**config.mk**
```make
export PLATFORM = sky130hd
export DESIGN_NAME = gnw_ctrl
export DESIGN_NICKNAME = d
export VERILOG_FILES = /design/src/design/gnw_pkg.sv /design/src/design/gnw_ctrl.sv
export SDC_FILE = /design/constraint.sdc
export NUM_CORES = 1
export LEC_CHECK = 0
export ABC_AREA = 1
export ABC_CLOCK_PERIOD_IN_PS = 2500
export BUFFER_PORTS_ARGS = -buffer_cell sky130_fd_sc_hd__clkbuf_2
export CORE_AREA = 8 8 45 47
export DETAILED_ROUTE_END_ITERATION = 6
export DIE_AREA = 0 0 53 55
export HOLD_SLACK_MARGIN = 0.03
export PLACE_DENSITY = 0.3
export SLEW_MARGIN = 30
export SYNTH_ARGS = -nofsm -noshare
export SYNTH_HDL_FRONTEND = slang
export SYNTH_SLANG_ARGS = --single-unit
```
**constraint.sdc**
```tcl
create_clock -name clk -period 2.5 [get_ports clk]
set_input_delay 0.5 -clock clk [delete_from_list [all_inputs] [get_ports clk]]
set_output_delay 0.5 -clock clk [all_outputs]
set_load 0.005 [all_outputs]
```
**src/design/gnw_pkg.sv**
```systemverilog
`timescale 1ns / 1ps
// ----------------------------------------------------------------------------
// gnw_pkg
// Types, constants and tables shared by the n-link weight block.
// ----------------------------------------------------------------------------
package gnw_pkg;

  localparam int MAX_WIDTH = 2048;
  localparam int COL_W     = $clog2(MAX_WIDTH);
  localparam int CNT_W     = $clog2(MAX_WIDTH + 1);
  localparam int EXP_BITS  = 12;

  localparam logic [1:0] REG_WIDTH = 2'd0;
  localparam logic [1:0] REG_BETA  = 2'd1;
  localparam logic [1:0] REG_GAMMA = 2'd2;

  typedef struct packed {
    logic       frame_start;
    logic [7:0] chan2;
    logic [7:0] chan1;
    logic [7:0] chan0;
  } in_item_t;

  typedef struct packed {
    logic [15:0] left_weight;
    logic [15:0] upleft_weight;
    logic [15:0] up_weight;
    logic [15:0] upright_weight;
  } out_item_t;

  typedef enum logic [2:0] {
    ST_IDLE, ST_READ, ST_EXP, ST_GAIN, ST_DONE
  } state_t;

  // controller to datapath
  typedef struct packed {
    logic take;      // capture input, read neighbours from the row store
    logic exp_start; // load exponent iterators from the products
    logic exp_step;  // one exponent bit per cycle
    logic gain;      // apply gains
  } cmd_t;

  typedef struct packed {
    logic exp_last;
  } stat_t;

  function automatic logic [15:0] exp_tab(input logic [3:0] i);
    case (i)
      4'd0:  exp_tab = 16'd22;
      4'd1:  exp_tab = 16'd1200;
      4'd2:  exp_tab = 16'd8869;
      4'd3:  exp_tab = 16'd24109;
      4'd4:  exp_tab = 16'd39750;
      4'd5:  exp_tab = 16'd51039;
      4'd6:  exp_tab = 16'd57835;
      4'd7:  exp_tab = 16'd61565;
      4'd8:  exp_tab = 16'd63520;
      4'd9:  exp_tab = 16'd64520;
      4'd10: exp_tab = 16'd65026;
      4'd11: exp_tab = 16'd65280;
      default: exp_tab = 16'd0;
    endcase
  endfunction

endpackage

```
**src/design/gnw_ctrl.sv**
```systemverilog
`timescale 1ns / 1ps
// ----------------------------------------------------------------------------
// gnw_ctrl
// Sequencer for one pixel: capture and store read, products, exponent steps,
// gain, output.
// ----------------------------------------------------------------------------
module gnw_ctrl
  import gnw_pkg::*;
(
  input  logic  clk,
  input  logic  rst,
  input  logic  in_valid,
  output logic  in_ready,
  output logic  out_valid,
  input  logic  out_ready,
  output cmd_t  cmd,
  input  stat_t stat
);

  state_t state, state_next;

  // state register
  always_ff @(posedge clk) begin
    if (rst) state <= ST_IDLE;
    else     state <= state_next;
  end

  // next state and commands
  always_comb begin
    state_next = state;
    cmd        = '0;
    in_ready   = 1'b0;
    out_valid  = 1'b0;
    case (state)
      ST_IDLE: begin
        in_ready = 1'b1;
        if (in_valid) begin
          cmd.take   = 1'b1;
          state_next = ST_READ;
        end
      end
      ST_READ: begin
        cmd.exp_start = 1'b1;
        state_next    = ST_EXP;
      end
      ST_EXP: begin
        cmd.exp_step = 1'b1;
        if (stat.exp_last) state_next = ST_GAIN;
      end
      ST_GAIN: begin
        cmd.gain   = 1'b1;
        state_next = ST_DONE;
      end
      ST_DONE: begin
        out_valid = 1'b1;
        if (out_ready) state_next = ST_IDLE;
      end
      default: state_next = ST_IDLE;
    endcase
  end

endmodule

```
==> results.json <==
{
  "synth_compound_area_share_pct": 5.67,
  "ys_seq_elements": 3,
  "cts.clk_slew.worst_paths_ps": 40,
  "setup_tns_ps": 0,
  "synth-simple-area-share_pct": 39.0,
  "netlist_area_um2": 176,
  "rrSetupSlack_ps": 1640,
  "place.gp.congestion": 0.695,
  "syn2layout_area_growth_pct": 50.4,
  "io_buffer_count": 10,
  "cts_buffers": 3,
  "synth_xor_area_share_pct": 0,
  "die_area_um2": 2920,
  "fillerInstances": 160,
  "yosys_warnings": 0,
  "ant_nets": 0,
  "synth_adder_area_share_pct": 0,
  "min_period_ps": 1520,
  "max_freq_ghz": 0.657,
  "first_global_vias": 232,
  "synth_top_family_by_area": "simple AND/OR/NAND/NOR gates",
  "core-area_um2": 1380,
  "antennaDiodeCount": 0,
  "rows": 14,
  "yosys.area.top_type": "dfxtp_1",
  "grtUsageTotal_pct": 4.64,
  "drt_iter0_markers": 6,
  "period_share_pct": 60.9,
  "die_w_um": 53,
  "place_hpwl_um": 399,
  "worst_slack_ps": 977,
  "ys_seq_area_share_pct": 34.0,
  "dr.pass1.iters": 3,
  "setup-violations-final": 0,
  "hold_viol": 0,
  "status": "finished clean",
  "cp_max_fo": 5,
  "layout.nets": 46,
  "ctsRootBufferMaster": "clkbuf_4",
  "largest-register": "state",
  "dpl_worst_slack_ps": 1170,
  "skew_ps": 3.09,
  "routedWlPerCell_um": 8.48,
  "start_util_pct": 12.7,
  "cts_tree": "done",
  "critPathRequiredTime_ps": 2000,
  "worst_slew_pin_slew_ps": 227,
  "ctsHoldBuffers": 0,
  "cp-end-kind": "output port",
  "hold_class": "in -> reg",
  "vias_per_cell": 3.50,
  "postCtsSetupBuffers": 0,
  "routed-via-count": 196,
  "clkLatencyLatePin_ps": 230,
  "syn_avg_cell_area_um2": 6.53,
  "max_cap_viol_count": 0,
  "syn_nets": 32,
  "p_leak_nw": 0.157,
  "largest_reg_flops": 3,
  "clockBufferDepth": 2,
  "remaining_drc_errors": 0,
  "synth.top_cell.area_share_pct": 34.0,
  "grt_start_max_net_pins": 7,
  "slew_viol_final": 0,
  "globalRouteOverflowTotal": 0,
  "crit_path_start_kind": "flop",
  "muxShareOfSynthArea_pct": 0,
  "cp.arrival_ps": 1020,
  "peakVddDrop_mv": 0.150,
  "ys_types": 11,
  "biggestRegsByFlops": "state (3)",
  "utilization_pct": 19.2,
  "drive_gt1_share_pct": 35.0,
  "cts.sink_count": 3,
  "post_cts_resized": 0,
  "ctsHtreeMaxLevel": 1,
  "grt_pass1_wl_um": 876,
  "antenna_found_initial": 0,
  "synth_area_leaders": "dfxtp_1 34%, inv_1 17%, nand3_1 11%, nor2_1 6.4%, nor2_4 6.4%",
  "crit_type": "reg -> out",
  "io_pins": 11,
  "die_height_um": 55,
  "rsz0062_at_grt": "no",
  "cellPowerDensity_nw_per_um2": 769,
  "drt-total-wl_um": 475,
  "slew_headroom_pct": 84.9,
  "synthCells": 27
}
## report_power, final
part           total [mW]  switching (mW)  internal, mW
logic              0.0537          0.0281        0.0256
registers          0.0642         0.00972        0.0545
clock network      0.0860          0.0261        0.0599
total               0.204          0.0640         0.140
## worst paths after layout
path / endpoint / cells past startpoint / from
setup / recovery: cmd[3] / 4 / state[0]
setup reg to reg: state[0] / 4 / state[0]
hold reg to reg: state[1] / 2 / state[1]
hold / removal: state[2] / 2 / rst
## through the flow
stage                     area, um2  hold slack [ps]  cells  power (mW)
after floorplan                 176              511     27      0.0972
after CTS                       265              441     56       0.212
after detailed placement        239              553     52       0.120
after global placement          239              568     52       0.121
after global routing            265              432     56       0.231
final                           265              453     56       0.204
## kinds of logic after synthesis
family,count (synthesis)
DFF,3
and+or+nand+nor,13
AOI/OAI and AO/OA,2
buffers and inverters,9
## cells in the mapped netlist
cell type	instances
inv_1	8
nand3_1	4
dfxtp_1	3
nor2_1	3
a21oi_1	2
nand2_1	2
buf_4	1
nand3b_1	1
nand4_1	1
nor2_4	1
nor3_1	1
## cell type report
| cell class | count | area [um2] | area share, % |
|---|---|---|---|
| multi-input combinational | 15 | 78.8 | 29.7 |
| sequential | 3 | 60.1 | 22.6 |
| timing repair buffer | 10 | 50.0 | 18.9 |
| inverter | 8 | 30.0 | 11.3 |
| clock buffer | 4 | 26.3 | 9.91 |
| tap | 16 | 20.0 | 7.55 |
## per-layer routing
layer | share of wire, % | GRT usage (%) | vias to the layer above
li1 | - | - | 107
met1 | 48 | 4.39 | 82
met2 | 41 | 5.08 | 7
met3 | 12 | 4.01 | 0
met4 | 0 | 6.47 | 0
met5 | 0 | 0 | -
## worst max-delay path, stage by stage (launching register included)
cell	delay [ps]
dfxtp_1	360
nor2_4	160
nand2_1	80
nor2_1	80
clkbuf_2	110
## layout by cell type (no fill, tap or decap)
master	Yosys	final
nand3_1	4	4
nor2_1	3	3
nand2_1	2	2
clkbuf_1	0	1
clkbuf_2	0	10
inv_1	8	8
clkbuf_4	0	3
nand3b_1	1	1
dfxtp_1	3	3
nor3_1	1	1
a21oi_1	2	2
nand4_1	1	1
nor2_4	1	1
(Power assumes the default switching activity.)
